$ cat src/design/qlsf_pkg.sv
package qlsf_pkg;

	// field and datapath widths
	localparam int COORD_W = 14;
	localparam int STEP_W = 13;
	localparam int IDX_W = 2;
	localparam int WIDE_W = 128;
	localparam int ELEM_W = 64;
	localparam int PROD_W = 56;
	localparam int OPND_W = 28;

	// iteration counts of the shared wide unit
	localparam int MAC_STEPS = 64;
	localparam int DIV_STEPS = 128;
	localparam int UCNT_W = $clog2(DIV_STEPS);
	localparam int DET_STEPS = 9;

	localparam int DEF_MAX_POINTS = 256;
	localparam int DEF_MAX_SAMPLES = 64;

	// configuration register indexes
	localparam logic [IDX_W-1:0] REG_FIT_START = 2'd0;
	localparam logic [IDX_W-1:0] REG_FIT_STOP = 2'd1;
	localparam logic [IDX_W-1:0] REG_FIT_STEP = 2'd2;

	localparam logic [COORD_W-1:0] RST_FIT_START = 14'd768;
	localparam logic [COORD_W-1:0] RST_FIT_STOP = 14'd3072;
	localparam logic [STEP_W-1:0] RST_FIT_STEP = 13'd128;

	// saturation limits of fitted_y
	localparam logic [COORD_W-1:0] Y_POS_MAX = 14'h1FFF;
	localparam logic [COORD_W-1:0] Y_NEG_MAX = 14'h2000;

	typedef enum logic {
		OP_MAC,
		OP_DIV
	} unit_op_t;

	// one request to the wide unit: res = c +/- a*b, or quotient a / c
	typedef struct packed {
		unit_op_t op;
		logic sub;
		logic [WIDE_W-1:0] a;
		logic [ELEM_W-1:0] b;
		logic [WIDE_W-1:0] c;
	} unit_req_t;

	typedef struct packed {
		logic [31:0] sx;
		logic [39:0] sx2;
		logic [47:0] sx3;
		logic [63:0] sx4;
		logic [31:0] sy;
		logic [39:0] sxy;
		logic [47:0] sx2y;
	} sums_t;

	// normal matrix elements widened to 64 bits
	typedef struct packed {
		logic [ELEM_W-1:0] pw0;
		logic [ELEM_W-1:0] pw1;
		logic [ELEM_W-1:0] pw2;
		logic [ELEM_W-1:0] pw3;
		logic [ELEM_W-1:0] pw4;
		logic [ELEM_W-1:0] rh0;
		logic [ELEM_W-1:0] rh1;
		logic [ELEM_W-1:0] rh2;
	} elem_set_t;

	typedef enum logic [1:0] {
		C_ZERO,
		C_T,
		C_R
	} csel_t;

	typedef struct packed {
		logic a_t;
		logic [3:0] a_idx;
		logic [3:0] b_idx;
		csel_t c_sel;
		logic sub;
	} uop_t;

	typedef enum logic [6:0] {
		S_IDLE = 7'b0000001,
		S_ACC  = 7'b0000010,
		S_DET  = 7'b0000100,
		S_NEG  = 7'b0001000,
		S_DBL  = 7'b0010000,
		S_SMP  = 7'b0100000,
		S_OUT  = 7'b1000000
	} state_t;

	// 3x3 determinant by cofactors along the top row, nine multiply-accumulates
	function automatic uop_t det_uop(input logic [3:0] s);
		uop_t u;
		u = '{a_t: 1'b0, a_idx: 4'd0, b_idx: 4'd0, c_sel: C_ZERO, sub: 1'b0};
		case (s)
			4'd0: u = '{1'b0, 4'd4, 4'd8, C_ZERO, 1'b0};
			4'd1: u = '{1'b0, 4'd5, 4'd7, C_T, 1'b1};
			4'd2: u = '{1'b1, 4'd0, 4'd0, C_ZERO, 1'b0};
			4'd3: u = '{1'b0, 4'd3, 4'd8, C_ZERO, 1'b0};
			4'd4: u = '{1'b0, 4'd5, 4'd6, C_T, 1'b1};
			4'd5: u = '{1'b1, 4'd0, 4'd1, C_R, 1'b1};
			4'd6: u = '{1'b0, 4'd3, 4'd7, C_ZERO, 1'b0};
			4'd7: u = '{1'b0, 4'd4, 4'd6, C_T, 1'b1};
			4'd8: u = '{1'b1, 4'd0, 4'd2, C_R, 1'b0};
			default: u = '{1'b0, 4'd0, 4'd0, C_ZERO, 1'b0};
		endcase
		return u;
	endfunction

endpackage

$ cat src/design/qlsf_accum.sv
module qlsf_accum #(
	parameter int MAX_POINTS = qlsf_pkg::DEF_MAX_POINTS
) (
	input logic clk,
	input logic arst_n,
	input logic start,
	input logic clear,
	input logic [qlsf_pkg::COORD_W-1:0] x,
	input logic [qlsf_pkg::COORD_W-1:0] y,
	output logic done,
	output logic [$clog2(MAX_POINTS+1)-1:0] count,
	output qlsf_pkg::sums_t sums
);
	import qlsf_pkg::*;

	localparam int CNT_W = $clog2(MAX_POINTS + 1);
	localparam logic [2:0] ST_LAST = 3'd5;

	logic run_q;
	logic [2:0] step_q;
	logic [COORD_W-1:0] x_q;
	logic [COORD_W-1:0] y_q;
	logic signed [OPND_W-1:0] x2_q;
	logic signed [PROD_W-1:0] prod_s1;
	logic [CNT_W-1:0] count_q;
	sums_t sums_q;

	logic signed [OPND_W-1:0] xs;
	logic signed [OPND_W-1:0] ys;
	logic signed [OPND_W-1:0] mul_a;
	logic signed [OPND_W-1:0] mul_b;
	logic signed [PROD_W-1:0] mul_p;

	assign xs = {{(OPND_W-COORD_W){x_q[COORD_W-1]}}, x_q};
	assign ys = {{(OPND_W-COORD_W){y_q[COORD_W-1]}}, y_q};

	// pick the power product of this step
	always_comb begin
		case (step_q)
			3'd0: begin mul_a = xs; mul_b = xs; end
			3'd1: begin mul_a = prod_s1[OPND_W-1:0]; mul_b = xs; end
			3'd2: begin mul_a = x2_q; mul_b = x2_q; end
			3'd3: begin mul_a = xs; mul_b = ys; end
			3'd4: begin mul_a = x2_q; mul_b = ys; end
			default: begin mul_a = xs; mul_b = xs; end
		endcase
	end

	assign mul_p = mul_a * mul_b;

	always_ff @(posedge clk or negedge arst_n) begin
		if (!arst_n) begin
			run_q <= 1'b0;
			step_q <= '0;
			x_q <= '0;
			y_q <= '0;
			x2_q <= '0;
			prod_s1 <= '0;
			count_q <= '0;
			sums_q <= '0;
		end else if (clear) begin
			count_q <= '0;
			sums_q <= '0;
		end else if (start) begin
			x_q <= x;
			y_q <= y;
			run_q <= 1'b1;
			step_q <= '0;
		end else if (run_q) begin
			// multiply this step, add the previous product
			prod_s1 <= mul_p;
			step_q <= step_q + 1'b1;
			case (step_q)
				3'd0: begin
					count_q <= count_q + 1'b1;
					sums_q.sx <= sums_q.sx + {{(32-COORD_W){x_q[COORD_W-1]}}, x_q};
					sums_q.sy <= sums_q.sy + {{(32-COORD_W){y_q[COORD_W-1]}}, y_q};
				end
				3'd1: begin
					x2_q <= prod_s1[OPND_W-1:0];
					sums_q.sx2 <= sums_q.sx2 + prod_s1[39:0];
				end
				3'd2: sums_q.sx3 <= sums_q.sx3 + prod_s1[47:0];
				3'd3: sums_q.sx4 <= sums_q.sx4 + {{(64-PROD_W){prod_s1[PROD_W-1]}}, prod_s1};
				3'd4: sums_q.sxy <= sums_q.sxy + prod_s1[39:0];
				default: begin
					sums_q.sx2y <= sums_q.sx2y + prod_s1[47:0];
					run_q <= 1'b0;
				end
			endcase
		end
	end

	assign done = run_q && (step_q == ST_LAST);
	assign count = count_q;
	assign sums = sums_q;

endmodule

$ cat config.mk
export PLATFORM = sky130hd
export DESIGN_NAME = qlsf_accum
export DESIGN_NICKNAME = d
export VERILOG_FILES = /design/src/design/qlsf_pkg.sv /design/src/design/qlsf_accum.sv
export SDC_FILE = /design/constraint.sdc
export NUM_CORES = 2
export LEC_CHECK = 0
export BUFFER_PORTS_ARGS = -buffer_cell sky130_fd_sc_hd__clkbuf_2
export CAP_MARGIN = 30
export CORE_MARGIN = 1
export CORE_UTILIZATION = 63
export DETAILED_ROUTE_END_ITERATION = 6
export PLACE_DENSITY = 0.78
export SLEW_MARGIN = 20
export SYNTH_ARGS = -nofsm -noshare
export SYNTH_HDL_FRONTEND = slang
export SYNTH_SLANG_ARGS = --single-unit
$ cat constraint.sdc
create_clock -name clk -period 11.2 [get_ports clk]
set_input_delay 2.24 -clock clk [delete_from_list [all_inputs] [get_ports clk]]
set_output_delay 2.24 -clock clk [all_outputs]
set_load 0.1 [all_outputs]
# Yosys cells after proc, flatten, opt, wreduce, memory -nomap -nowiden
# Index checks and enable logic that the tools add are counted.
# W data, S select, Z words.
[word_totals]
regBits = 429
input_bits = 32
out_inout_bits = 314
wordCells = 76
[op_classes]
add_sub_neg = 9
mul = 1
eq_ne = 7
muxes = 21
bitwise = 2
reduce_logical = 22
[op_table]
columns = ["op", "n"]
rows = [
  ["$mux W304", 3],
  ["$pmux W28 S2", 2],
  ["$add A48 B48 Y48", 2],
  ["$mux W48", 2],
  ["$add A40 B40 Y40", 2],
  ["$mux W40", 2],
  ["$add A32 B32 Y32", 2],
  ["$add A64 B64 Y64", 1],
  ["$mux W32", 2],
  ["$mux W64", 1],
  ["$mul A28 B28 Y56", 1],
  ["$mux W9", 4],
  ["$reduce_and A3 Y1", 7],
  ["$reduce_bool A2 Y1", 7],
  ["$add A9 B1 Y9 const B", 1],
  ["$eq A3 B2 Y1 const B", 2],
  ["$eq A3 B3 Y1 const B", 2],
  ["$mux W3", 2],
  ["$reduce_or A5 Y1", 1],
  ["$ne A2 B1 Y1 const B", 2],
  ["$reduce_and A2 Y1", 2],
  ["$reduce_and A4 Y1", 1],
  ["$reduce_or A2 Y1", 2],
  ["$add A3 B1 Y3 const B", 1],
  ["other kinds (5)", 8],
]

# Depth between registers and ports, before layout
[logic_depth]
depth_word = 6
ltp_mapped = 38

# Least setup slack after synthesis
# No wires, ideal clock.
[synth_timing]
kind = "reg2reg"
from = "register step_q[0]"
to = "register prod_s1[54]"
setup_ns = 0.132
t_arrival_ns = 9.216
path_slack_ns = 1.852
stages_incl_launch_ff = 35
synth_period_minus_slack_ns = 9.348
cell_sequence = "dfrtp_1 inv_1 ha_1 nand2_1 nand2_1 nor2_1 and2_1 clkbuf_1 a221o_1 clkbuf_1 nand2_1 inv_1 fa_1 inv_1 fa_1 inv_1 fa_1 fa_1 inv_1 fa_1 inv_1 fa_1 fa_1 ha_1 ha_1 a21o_1 a21o_1 a211oi_1 o21ai_0 a31oi_2 o211ai_2 a2111oi_1 o41a_1 xor2_1 o21ai_1"
[synth_via]
elab_chain_len = 4
word_cells_on_any_way = 9
[synth_lines]
columns = ["item", "line_no", "text"]
rows = [
  ["start: declaration", "qlsf_accum.sv:20", "logic [2:0] step_q;"],
  ["start signal: assignment", "qlsf_accum.sv:72", "step_q <= step_q + 1'b1;"],
  ["$eq A3 B3 Y1 or $eq A3 B2 Y1 (tied branches)", "qlsf_accum.sv:39", "case (step_q)"],
  ["$reduce_or A2 Y1 (no source line)", "n/a", ""],
  ["$pmux W28 S2", "qlsf_accum.sv:39", ""],
  ["$mul A28 B28 Y56 (*)", "qlsf_accum.sv:49", "assign mul_p = mul_a * mul_b;"],
  ["end signal: assignment", "qlsf_accum.sv:71", "prod_s1 <= mul_p;"],
  ["end: declaration", "qlsf_accum.sv:24", "logic signed [PROD_W-1:0] prod_s1;"],
]
# Mark *: on every way between the ends. The rest lies on a longest branch, timed or not.
# A chain may end at the register's enable or synchronous reset.

# Final worst setup path
# Same ends and word-level chain as after synthesis.

==> flow_metrics.tcl <==
set metrics [dict create \
    vias_per_cell 6.28 \
    r2r_start "step_q[0]" \
    cts_buffers 48 \
    min_delay_path_depth 1 \
    finalHoldViolCount 0 \
    die_w_um 307 \
    cts_max_path_buffers 3 \
    wl_per_cell_um 25.1 \
    met2_length_um 88400 \
    portBuffers 345 \
    max_cap_viol_count 0 \
    htreeDepth 2 \
    violations "DRC" \
    synth_edf_count 0 \
    cts-resized-gates 0 \
    grt_pass1_vias 51700 \
    gp_congestion 1.02 \
    max_freq_ghz 0.0959 \
    reg2reg_depth 33 \
    highest_layer "met5" \
    fp-row-count 111 \
    dp.final_hpwl_um 158000 \
    area_delta_synth_final_pct 9.11 \
    die_y_um 307 \
    dieArea_um2 94300 \
    critPathKind "flop to flop" \
    synth_top_area_share_pct 28.3 \
    rsz0062_at_grt "false" \
    yosys_most_used_dff "dfrtp_1" \
    arrival_ns 10.89 \
    first_pass_iters 7 \
    ctsHoldBuffers 0 \
    via_count 51500 \
    cpPeakStageDelay_ns 0.95 \
    routed_wl_um 206000 \
    overflow 0 \
    period_minus_slack_ns 10.43 \
    worstMarginPinSlew_ns 1.11 \
    synth_area_um2 58700 \
    antenna_left 0 \
    worst_path_most_repeated_cell "fa_1" \
    fin_setup_tns_ns 0 \
    post_route_cells_drive_above_1_share_pct 9.58 \
    syn_inst 6631 \
    core-area_um2 91900 \
    wl_met3_um 25300 \
    synth_nets 7981 \
    r2r_end "prod_s1[54]" \
    clkLatencyLatePin_ns 0.61 \
    outcome "finished, violations left" \
    min_period_over_period_pct 93.1 \
    grt_usage_pct 44.2 \
    layout.nets 8257 \
    worst_ep_required_time_ns 11.66 \
    antenna_found_initial 16 \
    slew_violations 0 \
    cts_tree "yes" \
    finalClockSkew_ns 0.0213 \
    hp-start "sums[67]" \
    clk_pin_slew_worst_paths_ns 0.07 \
    final-setup-viol-count 0 \
    r2r_slack_ns 0.77 \
    grt_pass1_wl_um 311000 \
    yosysTopAreaCell "fa_1" \
    worst-path-max-fanout 17 \
    post_cts_buffers 0 \
    met1_length_um 75700 \
    ys_seq_area_share_pct 18.3 \
    synth_area_per_cell_um2 8.85 \
    final_core_util_pct 69.6 \
    min_path_type "flop to flop" \
    slowest_stage "fa_1" \
    root_buffer "clkbuf_16" \
    pin_count 346 \
    ys_types 89 \
    synth_seq_cells 429 \
    grt_max_degree 153 \
    worstSetupEndpointType "flop" \
    start_util_pct 63.8 \
    startpoint_type "flop" \
    slew_headroom_pct 25.8 \
    drcViolationCount 4 \
    async_reset_ff_share_pct 100 \
    worstHoldEndpoint "sums[67]" \
    cts.sinks 429 \
    yosysWarnings 0 \
    drt_iter0_markers 5158 \
    synth.area.top_cells "fa_1 28%, dfrtp_1 18%, ha_1 10%, nand2_1 5.9%, inv_1 5.7%" \
]
per-stage QoR:
stage | setup slack, ns | instances | hold WS, ns | cell area, um^2
finish | 0.768 | 8196 | 0.513 | 64000
floorplan | 1.85 | 6631 | 0.453 | 58700
global placement | 0.947 | 8090 | 0.485 | 62200
global route | 0.250 | 8192 | 0.543 | 64000
CTS | 0.718 | 8180 | 0.509 | 63900
detailed placement | 0.737 | 8093 | 0.484 | 62300
worst max path at each step:
stage | startpoint | to | slack [ns]
finish | step_q[0] | prod_s1[54] | 0.77
global route | step_q[0] | prod_s1[55] | 0.25
CTS | step_q[0] | prod_s1[54] | 0.72
detailed placement | step_q[0] | prod_s1[54] | 0.74
global placement | step_q[0] | prod_s1[54] | 0.95
floorplan | step_q[0] | prod_s1[54] | 1.85
cells in the mapped netlist (45+ instances only):
library cell  number
a211oi_1          47
a21o_1           192
a21oi_1          323
a22o_1            84
and3_1            45
clkbuf_1         254
dfrtp_1          429
fa_1             830
ha_1             488
inv_1            887
nand2_1          918
nand2b_1          56
nand3_1           60
nor2_1           607
nor3_1            48
o21ai_0          318
o21ai_1           90
xnor2_1          172
xor2_1           139
final cells by class:
class	count	area [um^2]
clock buffers	69	1410
diodes	9	22.5
flip-flops and latches	429	10700
fillers	7510	27900
inverters	887	3330
clock inverters	18	211
multi-input cells	5050	43800
well taps	1243	1560
repair buffers	491	2940
state kept, by name, indices dropped and copies added (netlist names):
| signal | flops |
|---|---|
| y_q | 14 |
| sums | 304 |
| prod_s1 | 56 |
| run_q | 1 |
| x2_q | 28 |
| x_q | 14 |
| step_q | 3 |
| count | 9 |
kinds of logic (layout without fill, tap and decap cells):
kind of cell	after synthesis	after routing	share of synthesized area (%)
simple gates	1928	1928	13.9
compound gates	1452	1452	16.2
fa+ha+maj	1318	1318	38.7
buf+inv	1152	1465	7.37
flops	429	429	18.3
xor+xnor	311	311	4.64
mux	41	41	0.772
other cells	0	9	0
layer usage:
layer	up-vias	track usage, %
met4	16	29.6
met5	-	0
met2	2926	65.2
met1	25300	56.4
met3	802	12.9
li1	22500	-
cells in the final DEF, fill, tap and decap left out, types with 45 or more instances in the layout:
cell type / Yosys / final
nand3_1: 60 / 60
a211oi_1: 47 / 47
nand2_1: 918 / 916
o21ai_0: 318 / 317
nand2b_1: 56 / 56
fa_1: 830 / 830
dfrtp_1: 429 / 429
nor2_1: 607 / 600
xor2_1: 139 / 139
and3_1: 45 / 45
a21o_1: 192 / 192
clkbuf_2: 0 / 344
clkbuf_16: 0 / 49
a21oi_1: 323 / 319
a22o_1: 84 / 84
ha_1: 488 / 488
buf_4: 0 / 134
nor3_1: 48 / 48
inv_1: 887 / 887
o21ai_1: 90 / 90
xnor2_1: 172 / 172
worst max-delay path: cells and delay by family, from the launching register on:
family,cells,cell delay [ns]
adder cells (fa/ha/maj),10,4.83
AND/OR/NAND/NOR,5,1.28
flip-flops,1,0.41
XOR/XNOR,1,0.14
AO/OA/AOI/OAI,10,2.09
buffers and inverters,7,1.51
Power is left out: the tool's default activity adds up to more than one toggle a clock period on the data nets, which glitch-free logic cannot reach.
